==> src/hw/rtl/wav_pcm16_mono_stream_writer_defines.svh <==
// assertion macros for the wav stream writer
`ifndef WAV_PCM16_MONO_STREAM_WRITER_DEFINES_SVH
`define WAV_PCM16_MONO_STREAM_WRITER_DEFINES_SVH

// same-cycle implication, checked out of reset
`define WPW_ASSERT_NOW(lbl, clk, rst_n, ante, cons, msg) \
    lbl: assert property (@(posedge clk) disable iff (!(rst_n)) (ante) |-> (cons)) \
        else $error(msg);

// next-cycle implication, checked out of reset
`define WPW_ASSERT_NEXT(lbl, clk, rst_n, ante, cons, msg) \
    lbl: assert property (@(posedge clk) disable iff (!(rst_n)) (ante) |=> (cons)) \
        else $error(msg);

`endif

==> src/hw/rtl/wpw_pkg.sv <==
// shared types and constants for the wav stream writer
package wpw_pkg;

    localparam int CfgW     = 31;
    localparam int CodeW    = 16;
    localparam int SampleW  = 24;
    localparam int HdrLen   = 44;
    localparam int IdxW     = 6;

    // register indexes
    typedef enum logic [0:0] {
        CFG_SAMPLE_RATE = 1'b0,
        CFG_FRAME_COUNT = 1'b1
    } t_cfg_idx;

    // one converted sample on its way to the byte sequencer
    typedef struct packed {
        logic [CodeW-1:0] code;
        logic             hdr;
        logic             eof;
    } t_item;

    typedef struct packed {
        logic  valid;
        t_item item;
    } t_item_bus;

endpackage

==> src/hw/rtl/wpw_front.sv <==
// input register, sample conversion and file position counter
module wpw_front #(
    parameter int FRAC_BITS = 22
) (
    input  logic                         i_clk,
    input  logic                         i_rst_n,
    input  logic                         i_valid,
    output logic                         o_stall,
    input  logic [wpw_pkg::SampleW-1:0]  i_sample,
    input  logic [wpw_pkg::CfgW-1:0]     i_frame_count,
    input  logic                         i_seq_ready,
    output wpw_pkg::t_item_bus           o_bus
);

    localparam int MagW  = (FRAC_BITS + 1 > wpw_pkg::SampleW) ? FRAC_BITS + 1 : wpw_pkg::SampleW;
    localparam int ProdW = MagW + 15;

    logic                         r_f_valid, n_f_valid;
    logic [wpw_pkg::SampleW-1:0]  r_sample;
    logic [wpw_pkg::CfgW-1:0]     r_sw, n_sw;

    logic                         accept, take, neg;
    logic [wpw_pkg::SampleW-1:0]  mag24;
    logic [MagW-1:0]              mag, one, clamped;
    logic [ProdW-1:0]             prod;
    logic [wpw_pkg::CodeW-1:0]    q, code;
    logic [wpw_pkg::CfgW-1:0]     eff, nsw;
    logic                         eof;

    assign take    = r_f_valid && i_seq_ready;
    assign o_stall = r_f_valid && !i_seq_ready;
    assign accept  = i_valid && !o_stall;

    // magnitude, clamp to one, times 32767, truncate
    always_comb begin
        neg     = r_sample[wpw_pkg::SampleW-1];
        mag24   = neg ? (~r_sample + wpw_pkg::SampleW'(1)) : r_sample;
        mag     = MagW'(mag24);
        one     = MagW'(1) << FRAC_BITS;
        clamped = (mag > one) ? one : mag;
        prod    = {clamped, 15'b0} - ProdW'(clamped);
        q       = wpw_pkg::CodeW'(prod >> FRAC_BITS);
        code    = neg ? (wpw_pkg::CodeW'(0) - q) : q;
    end

    always_comb begin
        eff = (i_frame_count == '0) ? wpw_pkg::CfgW'(1) : i_frame_count;
        nsw = r_sw + wpw_pkg::CfgW'(1);
        eof = (nsw >= eff) || (nsw == '0);
    end

    always_comb begin
        n_f_valid = r_f_valid;
        if (accept) begin
            n_f_valid = 1'b1;
        end else if (take) begin
            n_f_valid = 1'b0;
        end
        n_sw = r_sw;
        if (take) begin
            n_sw = eof ? '0 : nsw;
        end
    end

    always_ff @(posedge i_clk) begin
        if (!i_rst_n) begin
            r_f_valid <= 1'b0;
            r_sw      <= '0;
        end else begin
            r_f_valid <= n_f_valid;
            r_sw      <= n_sw;
        end
    end

    always_ff @(posedge i_clk) begin
        if (accept) begin
            r_sample <= i_sample;
        end
    end

    assign o_bus.valid     = r_f_valid;
    assign o_bus.item.code = code;
    assign o_bus.item.hdr  = (r_sw == '0);
    assign o_bus.item.eof  = eof;

endmodule

==> src/hw/rtl/wpw_seq.sv <==
// byte sequencer: header bytes, sample bytes and the output register
module wpw_seq (
    input  logic                     i_clk,
    input  logic                     i_rst_n,
    input  wpw_pkg::t_item_bus       i_bus,
    output logic                     o_ready,
    input  logic [wpw_pkg::CfgW-1:0] i_rate_hz,
    input  logic [wpw_pkg::CfgW-1:0] i_frame_count,
    input  logic                     i_stall,
    output logic                     o_valid,
    output logic [7:0]               o_out_byte,
    output logic                     o_last_of_run,
    output logic                     o_end_of_file
);

    localparam logic [wpw_pkg::IdxW-1:0] IdxLow  = wpw_pkg::IdxW'(wpw_pkg::HdrLen);
    localparam logic [wpw_pkg::IdxW-1:0] IdxHigh = wpw_pkg::IdxW'(wpw_pkg::HdrLen + 1);

    // header words, little-endian byte order
    localparam logic [31:0] WordRiff = 32'h4646_4952;
    localparam logic [31:0] WordWave = 32'h4556_4157;
    localparam logic [31:0] WordFmt  = 32'h2074_6D66;
    localparam logic [31:0] WordData = 32'h6174_6164;
    localparam logic [31:0] WordFmtLen   = 32'd16;
    localparam logic [31:0] WordPcmMono  = 32'h0001_0001;
    localparam logic [31:0] WordAlignBps = 32'h0010_0002;

    logic                      r_s_valid, n_s_valid;
    wpw_pkg::t_item            r_item;
    logic [wpw_pkg::IdxW-1:0]  r_idx, n_idx;
    logic                      r_out_valid, n_out_valid;
    logic [7:0]                r_byte;
    logic                      r_last, r_eof;

    logic                      out_free, emit, done, load;
    logic [wpw_pkg::CfgW-1:0]  eff;
    logic [31:0]               payload_len, riff_size, bytes_per_sec, word;
    logic [7:0]                hdr_byte, cur_byte;
    logic                      cur_last, cur_eof;

    assign out_free = !r_out_valid || !i_stall;
    assign emit     = r_s_valid && out_free;
    assign done     = emit && (r_idx == IdxHigh);
    assign o_ready  = !r_s_valid || done;
    assign load     = i_bus.valid && o_ready;

    always_comb begin
        eff           = (i_frame_count == '0) ? wpw_pkg::CfgW'(1) : i_frame_count;
        payload_len   = {eff, 1'b0};
        riff_size     = payload_len + 32'd36;
        bytes_per_sec = {i_rate_hz, 1'b0};
        unique case (r_idx[5:2])
            4'd0:    word = WordRiff;
            4'd1:    word = riff_size;
            4'd2:    word = WordWave;
            4'd3:    word = WordFmt;
            4'd4:    word = WordFmtLen;
            4'd5:    word = WordPcmMono;
            4'd6:    word = {1'b0, i_rate_hz};
            4'd7:    word = bytes_per_sec;
            4'd8:    word = WordAlignBps;
            4'd9:    word = WordData;
            4'd10:   word = payload_len;
            default: word = '0;
        endcase
        hdr_byte = word[8*r_idx[1:0] +: 8];
    end

    always_comb begin
        cur_last = 1'b0;
        cur_eof  = 1'b0;
        if (r_idx == IdxHigh) begin
            cur_byte = r_item.code[15:8];
            cur_last = 1'b1;
            cur_eof  = r_item.eof;
        end else if (r_idx == IdxLow) begin
            cur_byte = r_item.code[7:0];
        end else begin
            cur_byte = hdr_byte;
        end
    end

    always_comb begin
        n_s_valid = r_s_valid;
        n_idx     = r_idx;
        if (load) begin
            n_s_valid = 1'b1;
            n_idx     = i_bus.item.hdr ? '0 : IdxLow;
        end else if (done) begin
            n_s_valid = 1'b0;
        end else if (emit) begin
            n_idx = r_idx + wpw_pkg::IdxW'(1);
        end
        n_out_valid = out_free ? emit : r_out_valid;
    end

    always_ff @(posedge i_clk) begin
        if (!i_rst_n) begin
            r_s_valid   <= 1'b0;
            r_idx       <= '0;
            r_out_valid <= 1'b0;
        end else begin
            r_s_valid   <= n_s_valid;
            r_idx       <= n_idx;
            r_out_valid <= n_out_valid;
        end
    end

    always_ff @(posedge i_clk) begin
        if (load) begin
            r_item <= i_bus.item;
        end
        if (emit) begin
            r_byte <= cur_byte;
            r_last <= cur_last;
            r_eof  <= cur_eof;
        end
    end

    assign o_valid       = r_out_valid;
    assign o_out_byte    = r_byte;
    assign o_last_of_run = r_last;
    assign o_end_of_file = r_eof;

endmodule

==> src/hw/rtl/wav_pcm16_mono_stream_writer.sv <==
// wav stream writer top level: config registers, front end and byte sequencer
// Turns mono samples into the byte stream of canonical 16-bit PCM WAV files.
// Input channel: i_valid/o_stall with i_sample (signed, INPUT_FRAC_BITS fraction
// bits). Output channel: o_valid/i_stall with one file byte per beat, flagged
// with o_last_of_run on the last byte of a sample and o_end_of_file on the last
// byte of a file. Config channel: i_cfg_valid/o_cfg_ready (always ready),
// index 0 is the sample rate, index 1 is frame_count.
// Each sample gives two bytes; the first sample of a file is preceded by the
// 44 header bytes, so it gives 46 bytes. The output side moves one byte per
// cycle while i_stall is low. An accepted sample passes through the input
// register, the sequencer's item register and the output byte register.
// A sample sits in the input register while the previous one is serialized,
// so the next sample is taken while bytes are still going out.
// Reset clears all valids and the file position, and loads a sample rate of
// 48000 and frame_count 1. A stall on the output holds the byte in place; the
// sequencer and then the input register fill and o_stall rises.
`include "wav_pcm16_mono_stream_writer_defines.svh"

module wav_pcm16_mono_stream_writer #(
    parameter int INPUT_FRAC_BITS = 22
) (
    input  logic                         i_clk,
    input  logic                         i_rst_n,
    input  logic                         i_valid,
    output logic                         o_stall,
    input  logic [wpw_pkg::SampleW-1:0]  i_sample,
    output logic                         o_valid,
    input  logic                         i_stall,
    output logic [7:0]                   o_out_byte,
    output logic                         o_last_of_run,
    output logic                         o_end_of_file,
    input  logic                         i_cfg_valid,
    output logic                         o_cfg_ready,
    input  logic [0:0]                   i_cfg_index,
    input  logic [wpw_pkg::CfgW-1:0]     i_cfg_data
);

    logic [wpw_pkg::CfgW-1:0] r_rate_hz, r_frame_count;
    logic                     cfg_wr, seq_ready;
    wpw_pkg::t_item_bus       item_bus;

    assign o_cfg_ready = 1'b1;
    assign cfg_wr      = i_cfg_valid && o_cfg_ready;

    always_ff @(posedge i_clk) begin
        if (!i_rst_n) begin
            r_rate_hz     <= wpw_pkg::CfgW'(48000);
            r_frame_count <= wpw_pkg::CfgW'(1);
        end else if (cfg_wr) begin
            unique case (wpw_pkg::t_cfg_idx'(i_cfg_index))
                wpw_pkg::CFG_SAMPLE_RATE: r_rate_hz     <= i_cfg_data;
                wpw_pkg::CFG_FRAME_COUNT: r_frame_count <= i_cfg_data;
                default: ;
            endcase
        end
    end

    wpw_front #(
        .FRAC_BITS (INPUT_FRAC_BITS)
    ) u_front (
        .i_clk         (i_clk),
        .i_rst_n       (i_rst_n),
        .i_valid       (i_valid),
        .o_stall       (o_stall),
        .i_sample      (i_sample),
        .i_frame_count (r_frame_count),
        .i_seq_ready   (seq_ready),
        .o_bus         (item_bus)
    );

    wpw_seq u_seq (
        .i_clk         (i_clk),
        .i_rst_n       (i_rst_n),
        .i_bus         (item_bus),
        .o_ready       (seq_ready),
        .i_rate_hz     (r_rate_hz),
        .i_frame_count (r_frame_count),
        .i_stall       (i_stall),
        .o_valid       (o_valid),
        .o_out_byte    (o_out_byte),
        .o_last_of_run (o_last_of_run),
        .o_end_of_file (o_end_of_file)
    );

    `WPW_ASSERT_NOW(a_eof_is_last, i_clk, i_rst_n, o_valid && o_end_of_file, o_last_of_run, "end of file on a byte that is not the last of its sample")
    `WPW_ASSERT_NOW(a_stall_needs_item, i_clk, i_rst_n, o_stall, item_bus.valid && !seq_ready, "input stalled with no item blocked in the front end")
    `WPW_ASSERT_NEXT(a_take_frees_front, i_clk, i_rst_n, item_bus.valid && seq_ready && !(i_valid && !o_stall), !item_bus.valid, "front end item not released after hand-off")

endmodule
==> config.mk <==
export PLATFORM = sky130hd
export DESIGN_NAME = wav_pcm16_mono_stream_writer
export DESIGN_NICKNAME = d
export VERILOG_FILES = /design/src/hw/rtl/wpw_pkg.sv /design/src/hw/rtl/wpw_front.sv /design/src/hw/rtl/wpw_seq.sv /design/src/hw/rtl/wav_pcm16_mono_stream_writer.sv
export VERILOG_INCLUDE_DIRS = /design/src /design/src/hw/rtl
export SDC_FILE = /design/constraint.sdc
export NUM_CORES = 1
export LEC_CHECK = 0
export ABC_AREA = 1
export BUFFER_PORTS_ARGS = -buffer_cell sky130_fd_sc_hd__clkbuf_2
export CAP_MARGIN = 0
export CORE_ASPECT_RATIO = 1.75
export CORE_MARGIN = 4
export CORE_UTILIZATION = 50
export DETAILED_ROUTE_END_ITERATION = 8
export PLACE_DENSITY_LB_ADDON = 0.08
export SYNTH_ARGS = -nofsm -noshare
export SYNTH_HDL_FRONTEND = slang
export SYNTH_SLANG_ARGS = --single-unit
==> constraint.sdc <==
create_clock -name i_clk -period 9.58 [get_ports i_clk]
set_clock_uncertainty 0.1 [all_clocks]
set_input_delay 0.958 -clock i_clk [delete_from_list [all_inputs] [get_ports i_clk]]
set_output_delay 0.958 -clock i_clk [all_outputs]
set_load 0.01 [all_outputs]
==> impl_results.rst, run 1 <==
.. list-table::
   :header-rows: 1

   * - Metric
     - Value
   * - Unrepaired setup endpoints after global routing
     - no
   * - Die area
     - 25,130 um^2
   * - Global-route wire length before repair
     - 60,580 um
   * - Setup fix buffers added after clock tree synthesis
     - 0
   * - Core Rows
     - slightly above 70
   * - Standby leakage power
     - between 5 and 6 nW
   * - Clock buffer count from CTS
     - 17
   * - Source-to-sink clock delay at the later pin of the worst-skew pair
     - 450 ps
   * - Min Clock Period, post-route
     - between 5000 and 6000 ps
   * - Placed cell count
     - 2,022
   * - Initial standard-cell utilization of the core
     - between 50% and 60%
   * - Pin count of the biggest net entering global routing
     - a little under 80
   * - Max-slew violation total from the final report
     - 0
   * - Cell count of the worst hold path
     - 2
   * - Number of cell instances on the worst register-to-register path
     - 29
   * - Worst setup slack before clock tree synthesis
     - between 3000 and 4000 ps
   * - Die width
     - around 120 um
   * - Final Core Density
     - between 50% and 60%
   * - Fin Setup TNS
     - 0 ps
   * - Setup ws final
     - 3692 ps
   * - Share of the clock period used by the worst path after layout
     - 61.46%
   * - Category of the worst setup path launch point
     - register
   * - Worst path max stage delay
     - 450 ps
   * - Antenna diode count
     - 0
   * - Number of global-route vias before repair
     - ~11k
   * - Data arrival time of the critical path
     - around 6000 ps
   * - Most congested layer reported by global routing
     - met2
   * - Max-cap violations
     - 0
   * - Peak ir drop on the vdd network
     - 0.1327 mV
   * - Required time at the worst-slack endpoint
     - approximately 9700 ps
   * - Final GP Congestion
     - between 1 and 1.5
   * - Post-route insts no fill
     - 2,054
   * - Sinks on the clock net
     - around 150
   * - First-pass detailed-route iteration total
     - 6
   * - Kind of critical path
     - reg2reg
   * - Initial antenna violation count
     - 0
   * - Rel. slew slack
     - roughly a third
   * - Timing-limited maximum frequency
     - 0.1698 GHz
   * - CTS clk-pin slew, worst paths
     - ~60 ps
   * - Number of enable-type register cells in the synthesized netlist
     - 51
   * - Critical path capture point type
     - register
   * - Run status
     - complete, no violations
   * - Average cell area after synthesis
     - 6.664 um^2
   * - Top FF cell, synth
     - sky130_fd_sc_hd__dfxtp_1
   * - Flops & latches, synth
     - 153
   * - Half-perimeter wire length after placement
     - between 30,000 and 40,000 um
   * - Area growth from synthesis to layout
     - 10.94%
   * - Critical Path Slowest Stage Cell
     - sky130_fd_sc_hd__edfxtp_1
   * - Share of final-layout standard cells stronger than drive strength 1
     - between 9 and 10%
   * - Per-cell routed wire length
     - between 15 and 20 um
   * - Met1 Track Usage GR
     - 28.38%
   * - I/O pin cnt
     - 74
   * - Crit-path max FO
     - 32
   * - Area of the core region
     - around 22,000 um^2
   * - Yosys warning total
     - 0
   * - Met3 track utilization from global routing
     - under 10%
   * - Hold Path Class
     - reg2reg
   * - Die boundary height
     - between 200 and 250 um
   * - Post-synthesis cell area
     - between 10,000 and 15,000 um^2
   * - Post-CTS Resized
     - 0
   * - Global routing usage on met2
     - between 60% and 70%
   * - Fin nets
     - 1,854
   * - Overall overflow remaining after global route
     - 0
   * - Number of distinct library cells after synthesis
     - slightly below 60
   * - Number of vias in the routed layout
     - between 10k and 15k
   * - Hold violation total from the final report
     - 0
   * - Number of routed nets with antenna violations
     - 0
   * - Number of instances in the synthesized netlist
     - around 1.7k
   * - Port Buffer Count
     - 72
   * - Final WL
     - between 30,000 and 40,000 um
   * - Number of buffers on the longest clock path
     - 2
   * - PwrDens
     - 152.8 nW/um^2
   * - Number of H-tree levels
     - 4
   * - Post-detailed-route via-to-cell ratio
     - roughly 5.7
   * - Asr flop ratio synth
     - 0%
   * - # setup viols final
     - 0
   * - CTS hold repair buffers
     - 0
   * - Tightest Pin Transition
     - 1012 ps
   * - CTS root buf
     - sky130_fd_sc_hd__clkbuf_16
   * - DRT iter0 DRCs
     - 1,049
   * - Post-synthesis sequential area ratio
     - 31.67%
   * - TritonCTS clock tree
     - done
   * - Total GRT Usage
     - between 30% and 40%
   * - Cell repeated most along the worst path
     - sky130_fd_sc_hd__nand2_1
   * - Post-detailed-route DRC marker count
     - 0
[cells in the mapped netlist, drive strengths merged, types with 13 or more instances]
cell    instances  area share, %
nor4           24            1.4
dfxtp         102             18
a21oi          92            4.1
nor3           25            1.2
xor2           25            1.9
o22ai          19            1.1
nand2         375             13
ha             48            5.3
edfxtp         51             14
inv           256            8.5
nand3         122            5.9
nor2          221            7.6
clkbuf         42            1.4
a221oi         13            1.0
o211ai         13           0.87
nand4          44            2.5
o21ai         136            6.1
[cell usage in the layout, fill, tap and decap left out, types with 19 or more instances in the layout]
cell                       instances
sky130_fd_sc_hd__a21oi_1          91
sky130_fd_sc_hd__clkbuf_2         72
sky130_fd_sc_hd__dfxtp_1         102
sky130_fd_sc_hd__edfxtp_1         51
sky130_fd_sc_hd__ha_1             48
sky130_fd_sc_hd__inv_1           252
sky130_fd_sc_hd__nand2_1         352
sky130_fd_sc_hd__nand3_1         112
sky130_fd_sc_hd__nand4_1          43
sky130_fd_sc_hd__nor2_1          211
sky130_fd_sc_hd__nor3_1           24
sky130_fd_sc_hd__nor4_1           22
sky130_fd_sc_hd__o21ai_0         131
sky130_fd_sc_hd__o22ai_1          19
sky130_fd_sc_hd__xor2_1           25
[stage by stage]
step	cell area (um^2)	hold slack, ps	power [mW]
6_report	12520	374.4	1.912
3_5_place_dp	11880	363.1	1.192
2_1_floorplan	11290	338.8	1.047
3_3_place_gp	11880	358.5	1.192
5_1_grt	12520	397.7	2.005
4_1_cts	12520	370.9	1.918
[state kept, by name, indices dropped and copies added, names as in the netlist]
| name | flops |
|---|---|
| r_frame_count | 31 |
| r_rate_hz | 31 |
| u_front.r_sw | 31 |
| u_front.r_sample | 24 |
| u_seq.r_item | 17 |
| u_seq.o_out_byte | 8 |
| u_seq.r_idx | 6 |
| u_front.r_f_valid | 1 |
| u_seq.o_end_of_file | 1 |
| u_seq.o_last_of_run | 1 |
| u_seq.o_valid | 1 |
| u_seq.r_s_valid | 1 |
[layout make-up]
cell class	count	area, um^2
sequential	153	3573
clock inverter	6	108.9
tap	296	370.4
clock buffer	26	530.5
timing repair buffer	85	457.9
fill	2274	9646
multi-input combinational	1228	6499
inverter	260	975.9
[cell families (layout without fill, tap and decap cells)]
logic type,after synthesis,count (layout),synth area share [%]
DFF,153,153,31.67
xor gates and xnor gates,32,32,2.484
AOI/OAI and AO/OA,328,328,17.39
other,1,2,0.03324
adders and majority gates,48,48,5.323
and+or+nand+nor,818,818,32.26
buffers and inverters,313,377,10.83
[routing by layer]
| metal | vias to the layer above | part of all wire, % |
|---|---|---|
| met1 | 5343 | 32 |
| met2 | 433 | 54 |
| met3 | 187 | 4.2 |
| met5 | - | 0 |
| li1 | 5783 | - |
| met4 | 0 | 9.6 |
[power breakdown]
part	switching (mW)	leakage, nW	internal, mW	total, mW
registers	0.0324	1.32	0.717	0.749
clock network	0.268	0.316	0.460	0.728
logic	0.304	4.03	0.131	0.435
[critical path: cells and delay by family, from the launching register on]
| family | cells | cell delay, ps |
|---|---|---|
| buf+inv | 4 | 610 |
| flops | 1 | 450 |
| fa+ha+maj | 2 | 580 |
| simple gates | 18 | 2550 |
| compound gates | 4 | 950 |
| xor+xnor | 1 | 380 |
[path summary, 6_finish.rpt]
kind | from | endpoint | slack (ps)
worst min register to register | r_rate_hz[0]$_SDFFE_PN0P_ | r_rate_hz[0]$_SDFFE_PN0P_ | 370
worst max register to register | u_front.r_sample[0]$_DFFE_PP_ | u_seq.r_item[16]$_DFFE_PP_ | 3690
worst max-delay path | u_front.r_sample[0]$_DFFE_PP_ | u_seq.r_item[16]$_DFFE_PP_ | 3690
worst min-delay path | r_rate_hz[0]$_SDFFE_PN0P_ | r_rate_hz[0]$_SDFFE_PN0P_ | 370
Power figures use the tool's default switching activity.
==> run 2, diff against run 1 <==
ABC_AREA = 0   (was 1)
clock period = 5.2 ns   (was 9.58 ns; I/O delays follow)
==> run 2 against run 1 <==
Compared with the run above: the run now ends with setup timing left; sequential power grew 82%; area after synthesis fell by 1.9%; clock power grew 62%; sequential share of layout area shrank 2.4 points; total power grew 78%; critical path depth shrank 6; sequential cell count is the same; via count decreased by 2.4%; first-iteration DRC count shrank 32%; combinational power up 100%; critical endpoint is now u_seq.r_item[17]$_DFFE_PP_; synthesized cell count is 17% lower.
==> impl_results.rst, run 2 <==
.. list-table::
   :header-rows: 1

   * - Metric
     - Value
   * - Share of the clock period used by the worst path after layout
     - 116.1% (+55 points)
   * - Timing-limited maximum frequency
     - 0.1657 GHz (-2.4%)
   * - Asr flop ratio synth
     - 0% (unchanged)
   * - Dpl cell area
     - 12,880 um^2 (+8.5%)
   * - Core Rows
     - 71 (-1.4%)
   * - Port Buffer Count
     - 72 (unchanged)
   * - Required time at the worst-slack endpoint
     - 5290 ps (-4390 ps)
   * - Global-route wire length before repair
     - 61,400 um (+1.4%)
   * - Number of cell instances on the worst register-to-register path
     - 23 (-21%)
   * - Number of instances in the synthesized netlist
     - 1,406 (-17%)
   * - Number of routed nets with antenna violations
     - 0 (unchanged)
   * - Setup ws final
     - -835.2 ps (-4527 ps)
   * - CTS clk-pin slew, worst paths
     - 60 ps (about the same)
   * - Ranking of synthesized cells by instance count
     - sky130_fd_sc_hd__nand2_1 (214), sky130_fd_sc_hd__dfxtp_1 (102), sky130_fd_sc_hd__nor2_1 (87), sky130_fd_sc_hd__clkbuf_1 (83), sky130_fd_sc_hd__o21ai_0 (78)
   * - Max-slew violation total from the final report
     - 0 (unchanged)
   * - Min Clock Period, post-route
     - 6035 ps (+147.5 ps)
   * - Combinational fraction of design power
     - 25.5% (+2.7 points)
   * - Tightest Pin Transition
     - 1015 ps (+2.351 ps)
   * - Post-synthesis sequential area ratio
     - 32.27% (+0.60 points)
   * - I/O pin cnt
     - 74 (unchanged)
   * - Hold Path Class
     - in2reg
   * - TritonCTS clock tree
     - done
   * - Number of distinct library cells after synthesis
     - 88 (+49%)
   * - Area of the core region
     - 21,680 um^2 (-2.2%)
   * - Half-perimeter wire length after placement
     - 31,110 um (-1.5%)
   * - Cell count of the worst hold path
     - 1 (-1)
   * - Clock buffer count from CTS
     - 17 (unchanged)
   * - Initial standard-cell utilization of the core
     - 51.08% (+0.17 points)
   * - Post-synthesis cell area
     - 11,070 um^2 (-1.9%)
   * - Per-cell routed wire length
     - 20.88 um (+9.6%)
   * - Fin Setup TNS
     - -9674 ps (-9674 ps)
   * - Fin nets
     - 1,700 (-8.3%)
   * - Critical path capture point type
     - register
   * - Kind of critical path
     - reg2reg
   * - Max-cap violations
     - 0 (unchanged)
   * - Share of final-layout standard cells stronger than drive strength 1
     - 22.82% (+13 points)
   * - Final WL
     - 39,590 um (+1.2%)
   * - Leading area contributor after synthesis
     - sky130_fd_sc_hd__dfxtp_1
   * - Initial antenna violation count
     - 0 (unchanged)
   * - Sinks on the clock net
     - 153 (unchanged)
   * - Met1 Track Usage GR
     - 29.82% (+1.4 points)
   * - Most frequent cells in the layout
     - sky130_fd_sc_hd__nand2_1 (213), sky130_fd_sc_hd__buf_4 (184), sky130_fd_sc_hd__dfxtp_1 (102)
   * - Internal
     - 2.354 mW (+80%)
   * - Number of global-route vias before repair
     - 11.49k (-0.044%)
   * - DRT iter0 DRCs
     - 717 (-32%)
   * - Fraction of power consumed by sequential logic
     - 39.8% (+0.6 points)
   * - Die boundary height
     - 204.9 um (-0.90%)
   * - Die area
     - 24,680 um^2 (-1.8%)
   * - Design Area, Final
     - 13,680 um^2 (+9.3%)
   * - Number of enable-type register cells in the synthesized netlist
     - 51 (unchanged)
   * - Category of the worst setup path launch point
     - register
   * - Standby leakage power
     - 5.468 nW (-3.5%)
   * - Unrepaired setup endpoints after global routing
     - yes
   * - Failing checks
     - setup timing
   * - Flops & latches, synth
     - 153 (unchanged)
   * - Crit-path max FO
     - 4 (-88%)
   * - Source-to-sink clock delay at the later pin of the worst-skew pair
     - 450 ps (about the same)
   * - Antenna diode count
     - 0 (unchanged)
   * - Number of H-tree levels
     - 4 (unchanged)
   * - Worst setup slack before clock tree synthesis
     - -836.0 ps (-4560 ps)
   * - Data arrival time of the critical path
     - 6130 ps (+140 ps)
   * - Die width
     - 120.5 um (-0.87%)
   * - Post-detailed-route DRC marker count
     - 0 (unchanged)
   * - Leading cell type in the layout, fill and taps excluded
     - sky130_fd_sc_hd__nand2_1
   * - Rel. slew slack
     - 32.33% (+0.044 points)
   * - Fraction of post-synthesis cell area in the top cell type by area
     - 18.44% (+0.34 points)
   * - Final GP Congestion
     - 1.057 (+3.1%)
   * - Met3 track utilization from global routing
     - 4.862% (-0.10 points)
   * - Switching Fraction
     - 31.03% (-0.57 points)
   * - Area growth from synthesis to layout
     - 23.56%
   * - Number of buffers on the longest clock path
     - 2 (unchanged)
   * - CTS hold repair buffers
     - 0 (unchanged)
   * - Top FF cell, synth
     - sky130_fd_sc_hd__dfxtp_1
   * - Average cell area after synthesis
     - 7.875 um^2 (+18%)
   * - Hold violation total from the final report
     - 0 (unchanged)
   * - Fraction of power consumed by the clock network
     - 34.7% (-3.4 points)
   * - Most congested layer reported by global routing
     - met2
   * - Overall overflow remaining after global route
     - 0 (unchanged)
   * - PwrDens
     - 249.5 nW/um^2 (+63%)
   * - Most common cell in the netlist
     - sky130_fd_sc_hd__nand2_1
   * - CTS root buf
     - sky130_fd_sc_hd__clkbuf_16
   * - Top Registers
     - r_frame_count: 31 flops, r_rate_hz: 31 flops, u_front.r_sw: 31 flops
   * - Global routing usage on met2
     - 59.41% (-1.3 points)
   * - Post-detailed-route via-to-cell ratio
     - 6.045 (+5.7%)
   * - Number of vias in the routed layout
     - 11.46k (-2.4%)
   * - Peak ir drop on the vdd network
     - 0.2481 mV (+87%)
   * - Pin count of the biggest net entering global routing
     - 46 (-40%)
   * - Run status
     - complete, but fails checks
   * - First-pass detailed-route iteration total
     - 7 (+1)
   * - Net switching power of the design
     - 1.059 mW (+75%)
   * - Total GRT Usage
     - 32.37% (+0.66 points)
   * - Yosys warning total
     - 0 (unchanged)
   * - Largest cells by area after synthesis
     - sky130_fd_sc_hd__dfxtp_1 (18%), sky130_fd_sc_hd__edfxtp_1 (14%), sky130_fd_sc_hd__nand2_1 (7.3%)
   * - # setup viols final
     - 15 (+15)
## run 2: final cells by class
class	instances	area, um^2
fill	2102	7995
multi-input combinational	1084	7101
sequential	153	3573
timing repair buffer	261	1824
clock buffer	21	440.4
tap	292	365.4
inverter	74	277.8
clock inverter	11	98.84
## run 2: critical path: stages, from the launching register on
cell and delay [ps]:
sky130_fd_sc_hd__edfxtp_1 410, sky130_fd_sc_hd__inv_2 90, sky130_fd_sc_hd__ha_4 130, sky130_fd_sc_hd__or4b_4 530
sky130_fd_sc_hd__o41ai_4 260, sky130_fd_sc_hd__xor2_1 250, sky130_fd_sc_hd__nand3_1 150, sky130_fd_sc_hd__or4_4 590
sky130_fd_sc_hd__nor4_4 190, sky130_fd_sc_hd__nor2_2 80, sky130_fd_sc_hd__buf_4 140, sky130_fd_sc_hd__or2_4 260
sky130_fd_sc_hd__ha_4 210, sky130_fd_sc_hd__a21o_1 180, sky130_fd_sc_hd__a21oi_2 170, sky130_fd_sc_hd__o221a_4 220
sky130_fd_sc_hd__o21ai_4 70, sky130_fd_sc_hd__a211oi_2 170, sky130_fd_sc_hd__o21ai_1 110, sky130_fd_sc_hd__or4b_4 500
sky130_fd_sc_hd__a211o_4 380, sky130_fd_sc_hd__o41a_1 360, sky130_fd_sc_hd__nor4_2 190, sky130_fd_sc_hd__a211oi_2 50
## run 2: metal layers
metal	share of wire (%)	routed length, um	vias up
met5	0	0	-
met4	11	4467	0
met3	4.4	1737	199
met2	52	20510	451
met1	33	12870	5342
li1	-	-	5469
## run 2: final timing paths
path | slack [ps] | from | endpoint
setup / recovery | -840 | u_front.r_sample[1]$_DFFE_PP_ | u_seq.r_item[17]$_DFFE_PP_
hold / removal | 150 | i_sample[16] | u_front.r_sample[16]$_DFFE_PP_
setup reg to reg | -840 | u_front.r_sample[1]$_DFFE_PP_ | u_seq.r_item[17]$_DFFE_PP_
hold reg to reg | 380 | r_rate_hz[0]$_SDFFE_PN0P_ | r_rate_hz[0]$_SDFFE_PN0P_
## run 2: logic make-up after synthesis
kind of cell    count (synthesis)  share of synthesized area (%)
mux                             4                         0.3616
simple gates                  570                          25.46
compound gates                375                          23.64
flops                         153                          32.27
other cells                     1                        0.03387
buf+inv                       170                          6.012
fa+ha+maj                      48                          5.424
xor+xnor                       85                          6.792
## run 2: power groups by stage
| stage | logic, mW | clock network (mW) | registers [mW] |
|---|---|---|---|
| final | 0.870 | 1.18 | 1.36 |
| after global routing | 0.939 | 1.25 | 1.37 |
| after CTS | 0.838 | 1.21 | 1.36 |
| after detailed placement | 0.800 | 0 | 1.38 |
| after global placement | 0.791 | 0 | 1.38 |
| after floorplan | 0.451 | 0 | 1.37 |
## run 2: metrics by stage
step | std cells | hold slack, ps | utilization [%] | total power, mW
finish | 1896 | 148.1 | 63.11 | 3.413
global route | 1896 | 133.5 | 63.11 | 3.556
CTS | 1895 | 132.0 | 62.69 | 3.402
detailed placement | 1849 | 373.1 | 59.43 | 2.183
global placement | 1849 | 364.1 | 59.43 | 2.173
floorplan | 1407 | 351.1 | - | 1.818
## run 2: what timing repair did
| action | in CTS | in global routing |
|---|---|---|
| resized for setup | 13 | 17 |
| pin swaps | 13 | 12 |
| setup endpoints to repair | 15 | 27 |
| setup buffers | 14 | 2 |
==> run 3, diff against run 2 <==
CELL_PAD_IN_SITES_DETAIL_PLACEMENT = 0   (was not set)
CELL_PAD_IN_SITES_GLOBAL_PLACEMENT = 1   (was not set)
CORE_ASPECT_RATIO = 0.6   (was 1.75)
CORE_MARGIN = not set   (was 4)
CORE_UTILIZATION = 42   (was 50)
==> run 3 against run 2 <==
Compared with the run above: the run still ends with setup timing left; clock power grew 3%; first-iteration DRC count grew 85%; worst setup slack lost 20 ps; critical path type unchanged.
==> impl_results.rst, run 3 (synthesis gave the netlist of run 2 again) <==
.. list-table::
   :header-rows: 1

   * - Metric
     - Value
   * - Run status
     - complete, but fails checks
   * - Failing checks
     - setup timing
   * - CTS root buf
     - sky130_fd_sc_hd__clkbuf_16
   * - Category of the worst setup path launch point
     - register
   * - Final Core Density
     - 54.23% (-8.9 points)
   * - Number of buffers on the longest clock path
     - 2 (unchanged)
   * - Standby leakage power
     - 5.517 nW (+0.89%)
   * - Number of routed nets with antenna violations
     - 0 (unchanged)
   * - Internal
     - 2.364 mW (+0.41%)
   * - Required time at the worst-slack endpoint
     - 5390 ps (+100 ps)
   * - Per-cell routed wire length
     - 20.86 um (about the same)
   * - Hold violation total from the final report
     - 0 (unchanged)
   * - Final WL
     - 40,970 um (+3.5%)
   * - Dpl cell area
     - 12,940 um^2 (+0.45%)
   * - Die boundary height
     - 127.8 um (-38%)
   * - First-pass detailed-route iteration total
     - 5 (-2)
   * - Area growth from synthesis to layout
     - 25.21%
   * - Most frequent cells in the layout
     - sky130_fd_sc_hd__nand2_1 (211), sky130_fd_sc_hd__buf_4 (191), sky130_fd_sc_hd__dfxtp_1 (102)
   * - Port Buffer Count
     - 72 (unchanged)
   * - Critical path cell sequence
     - inv_2, ha_4, or4b_4, o41ai_4, xor2_2, nand2_4, or4_4, nor4_4, nor2_4, buf_6, or2_4, ha_4, a21o_1, a21oi_2, o221a_2, o21ai_4, a211oi_2, o21ai_1, or4b_4, a211o_4, or2_4, o2111a_1, a211oi_1
   * - Global-route wire length before repair
     - 62,830 um (+2.3%)
   * - Overall overflow remaining after global route
     - 0 (unchanged)
   * - Kind of critical path
     - reg2reg
   * - Total GRT Usage
     - 31.05% (-1.3 points)
   * - Source-to-sink clock delay at the later pin of the worst-skew pair
     - 450 ps (about the same)
   * - Half-perimeter wire length after placement
     - 31,540 um (+1.4%)
   * - TritonCTS clock tree
     - done
   * - Crit-path max FO
     - 4 (unchanged)
   * - CTS hold repair buffers
     - 0 (unchanged)
   * - Number of vias in the routed layout
     - 11.54k (+0.72%)
   * - Rel. slew slack
     - 22.66% (-9.7 points)
   * - Die area
     - 27,040 um^2 (+9.5%)
   * - Logic depth of the worst path, buffers included
     - 23 (unchanged)
   * - Area of the core region
     - 25,560 um^2 (+18%)
   * - DRT iter0 DRCs
     - 1,325 (+85%)
   * - Data arrival time of the critical path
     - 6240 ps (+110 ps)
   * - Worst path buffer plus inverter count
     - 2 (unchanged)
   * - Number of global-route vias before repair
     - 10.32k (-10%)
   * - Initial antenna violation count
     - 1 (+1)
   * - Design Area, Final
     - 13,860 um^2 (+1.3%)
   * - Min Hold Slack
     - 138.4 ps (-9.722 ps)
   * - # setup viols final
     - 15 (unchanged)
   * - Destination of the critical timing path
     - u_seq.r_item[17]$_DFFE_PP_
   * - Cell count of the worst hold path
     - 1 (unchanged)
   * - Number of H-tree levels
     - 4 (unchanged)
   * - Die width
     - 211.6 um (+76%)
   * - PwrDens
     - 252.0 nW/um^2 (+1.0%)
   * - I/O pin cnt
     - 74 (unchanged)
   * - Setup slack of the worst register-to-register path
     - -850 ps (-20 ps)
   * - Final GP Congestion
     - 0.9396 (-11%)
   * - Max-slew violation total from the final report
     - 0 (unchanged)
   * - Post-detailed-route DRC marker count
     - 0 (unchanged)
   * - Fin nets
     - 1,707 (+0.41%)
   * - Switching Fraction
     - 32.34% (+1.3 points)
   * - Worst path max stage delay
     - 570 ps (-20 ps)
   * - Sinks on the clock net
     - 153 (unchanged)
   * - Tightest Pin Transition
     - 1157 ps (+142.8 ps)
   * - Leading cell type in the layout, fill and taps excluded
     - sky130_fd_sc_hd__nand2_1
   * - Fill cells
     - 2,458 (+17%)
   * - Combinational fraction of design power
     - 25.8% (+0.3 points)
   * - Fraction of power consumed by the clock network
     - 35.1% (+0.4 points)
   * - Pin count of the biggest net entering global routing
     - 64 (+39%)
   * - Fraction of power consumed by sequential logic
     - 39.2% (-0.6 points)
   * - Net switching power of the design
     - 1.130 mW (+6.7%)
   * - Post-route insts no fill
     - 1,964 (+3.6%)
   * - CP startpoint
     - u_front.r_sample[1]$_DFFE_PP_
   * - Share of the clock period used by the worst path after layout
     - 116.4% (+0.38 points)
   * - Post-detailed-route via-to-cell ratio
     - 5.878 (-2.8%)
   * - Critical Path Slowest Stage Cell
     - sky130_fd_sc_hd__or4_4
   * - Initial standard-cell utilization of the core
     - 43.31% (-7.8 points)
   * - Top Registers
     - r_frame_count: 31 flops, r_rate_hz: 31 flops, u_front.r_sw: 31 flops
   * - Unrepaired setup endpoints after global routing
     - yes
   * - Timing-limited maximum frequency
     - 0.1652 GHz (-0.33%)
   * - FF-to-FF Start
     - u_front.r_sample[1]$_DFFE_PP_
   * - Core Rows
     - 45 (-37%)
   * - Setup ws final
     - -854.9 ps (-19.71 ps)
   * - CTS clk-pin slew, worst paths
     - 70 ps (about the same)
   * - Max-cap violations
     - 0 (unchanged)
   * - Largest delay share family, worst path
     - simple AND/OR/NAND/NOR gates
   * - Hold Path Class
     - in2reg
   * - Endpoint of the lowest-slack register-to-register path
     - u_seq.r_item[17]$_DFFE_PP_
   * - Peak ir drop on the vdd network
     - 0.1972 mV (-21%)
   * - Critical path capture point type
     - register
   * - Min Clock Period, post-route
     - 6055 ps (+19.71 ps)
   * - Number of cell instances on the worst register-to-register path
     - 23 (unchanged)
   * - Placed cell count
     - 1,910 (+3.3%)
   * - Clock buffer count from CTS
     - 17 (unchanged)
   * - Share of final-layout standard cells stronger than drive strength 1
     - 23.96% (+1.1 points)
[run 3: cell types whose count changed in the layout (fill, tap and decap cells not counted), sizes merged]
cell and change:
clkbuf -2, bufinv -1, inv +4, buf +7
diode +1, clkinvlp -1
[run 3: through the flow]
stage	power, mW	worst slack, ps	TNS, ps
finish	3.494	-854.9	-10550
global route	3.638	-1061	-13800
CTS	3.456	-796.8	-9781
detailed placement	2.202	-1023	-12820
global placement	2.203	-894.1	-10820
floorplan	1.818	-879.8	-10120
[run 3: timing repair]
action / 4_1_cts / 5_1_grt
endpoints found under the setup margin: 15 / 20
resized for setup: 23 / 18
pin swaps: 12 / 10
buffers inserted: 14 / 7
[run 3: worst min-delay path by stage]
stage                                     startpoint                        endpoint
after floorplan            r_rate_hz[0]$_SDFFE_PN0P_       r_rate_hz[0]$_SDFFE_PN0P_
after global placement    r_rate_hz[23]$_SDFFE_PN0P_      r_rate_hz[23]$_SDFFE_PN0P_
after detailed placement  r_rate_hz[23]$_SDFFE_PN0P_      r_rate_hz[23]$_SDFFE_PN0P_
after CTS                               i_sample[11]  u_front.r_sample[11]$_DFFE_PP_
after global routing                    i_sample[14]  u_front.r_sample[14]$_DFFE_PP_
final                                    i_sample[3]   u_front.r_sample[3]$_DFFE_PP_
[run 3: cell type report]
type / instances / area, um^2 / area share [%]
Timing Repair Buffer: 268 / 1859 / 13.41
Clock buffer: 19 / 454.2 / 3.276
Antenna cell: 1 / 2.502 / 0.01805
Inverter: 74 / 277.8 / 2.004
Tap cell: 352 / 440.4 / 3.177
Sequential cell: 153 / 3573 / 25.78
Multi-Input combinational cell: 1084 / 7147 / 51.55
Clock inverter: 13 / 108.9 / 0.7852
[run 3: routing by layer]
layer | vias up | global-route usage, % | wire length [um] | share of wire [%]
met4 | 0 | 6.309 | 410 | 1.0
li1 | 5489 | - | - | -
met1 | 5471 | 53.19 | 22080 | 54
met3 | 31 | 8.697 | 4643 | 11
met2 | 553 | 35.26 | 13830 | 34
met5 | - | 0 | 0 | 0
[run 3: power groups by stage]
stage / clock network (mW) / registers [mW] / logic (mW)
CTS: 1.24 / 1.37 / 0.853
global placement: 0 / 1.39 / 0.813
detailed placement: 0 / 1.39 / 0.810
global route: 1.29 / 1.37 / 0.976
floorplan: 0 / 1.37 / 0.451
finish: 1.22 / 1.37 / 0.900
[run 3: worst reg2reg max path, cell delays in order, from the launching register on]
cell	delay, ps
sky130_fd_sc_hd__edfxtp_1	420
sky130_fd_sc_hd__inv_2	90
sky130_fd_sc_hd__ha_4	130
sky130_fd_sc_hd__or4b_4	530
sky130_fd_sc_hd__o41ai_4	360
sky130_fd_sc_hd__xor2_2	280
sky130_fd_sc_hd__nand2_4	80
sky130_fd_sc_hd__or4_4	570
sky130_fd_sc_hd__nor4_4	240
sky130_fd_sc_hd__nor2_4	90
sky130_fd_sc_hd__buf_6	130
sky130_fd_sc_hd__or2_4	240
sky130_fd_sc_hd__ha_4	160
sky130_fd_sc_hd__a21o_1	180
sky130_fd_sc_hd__a21oi_2	150
sky130_fd_sc_hd__o221a_2	240
sky130_fd_sc_hd__o21ai_4	60
sky130_fd_sc_hd__a211oi_2	180
sky130_fd_sc_hd__o21ai_1	120
sky130_fd_sc_hd__or4b_4	500
sky130_fd_sc_hd__a211o_4	370
sky130_fd_sc_hd__or2_4	270
sky130_fd_sc_hd__o2111a_1	230
sky130_fd_sc_hd__a211oi_1	190
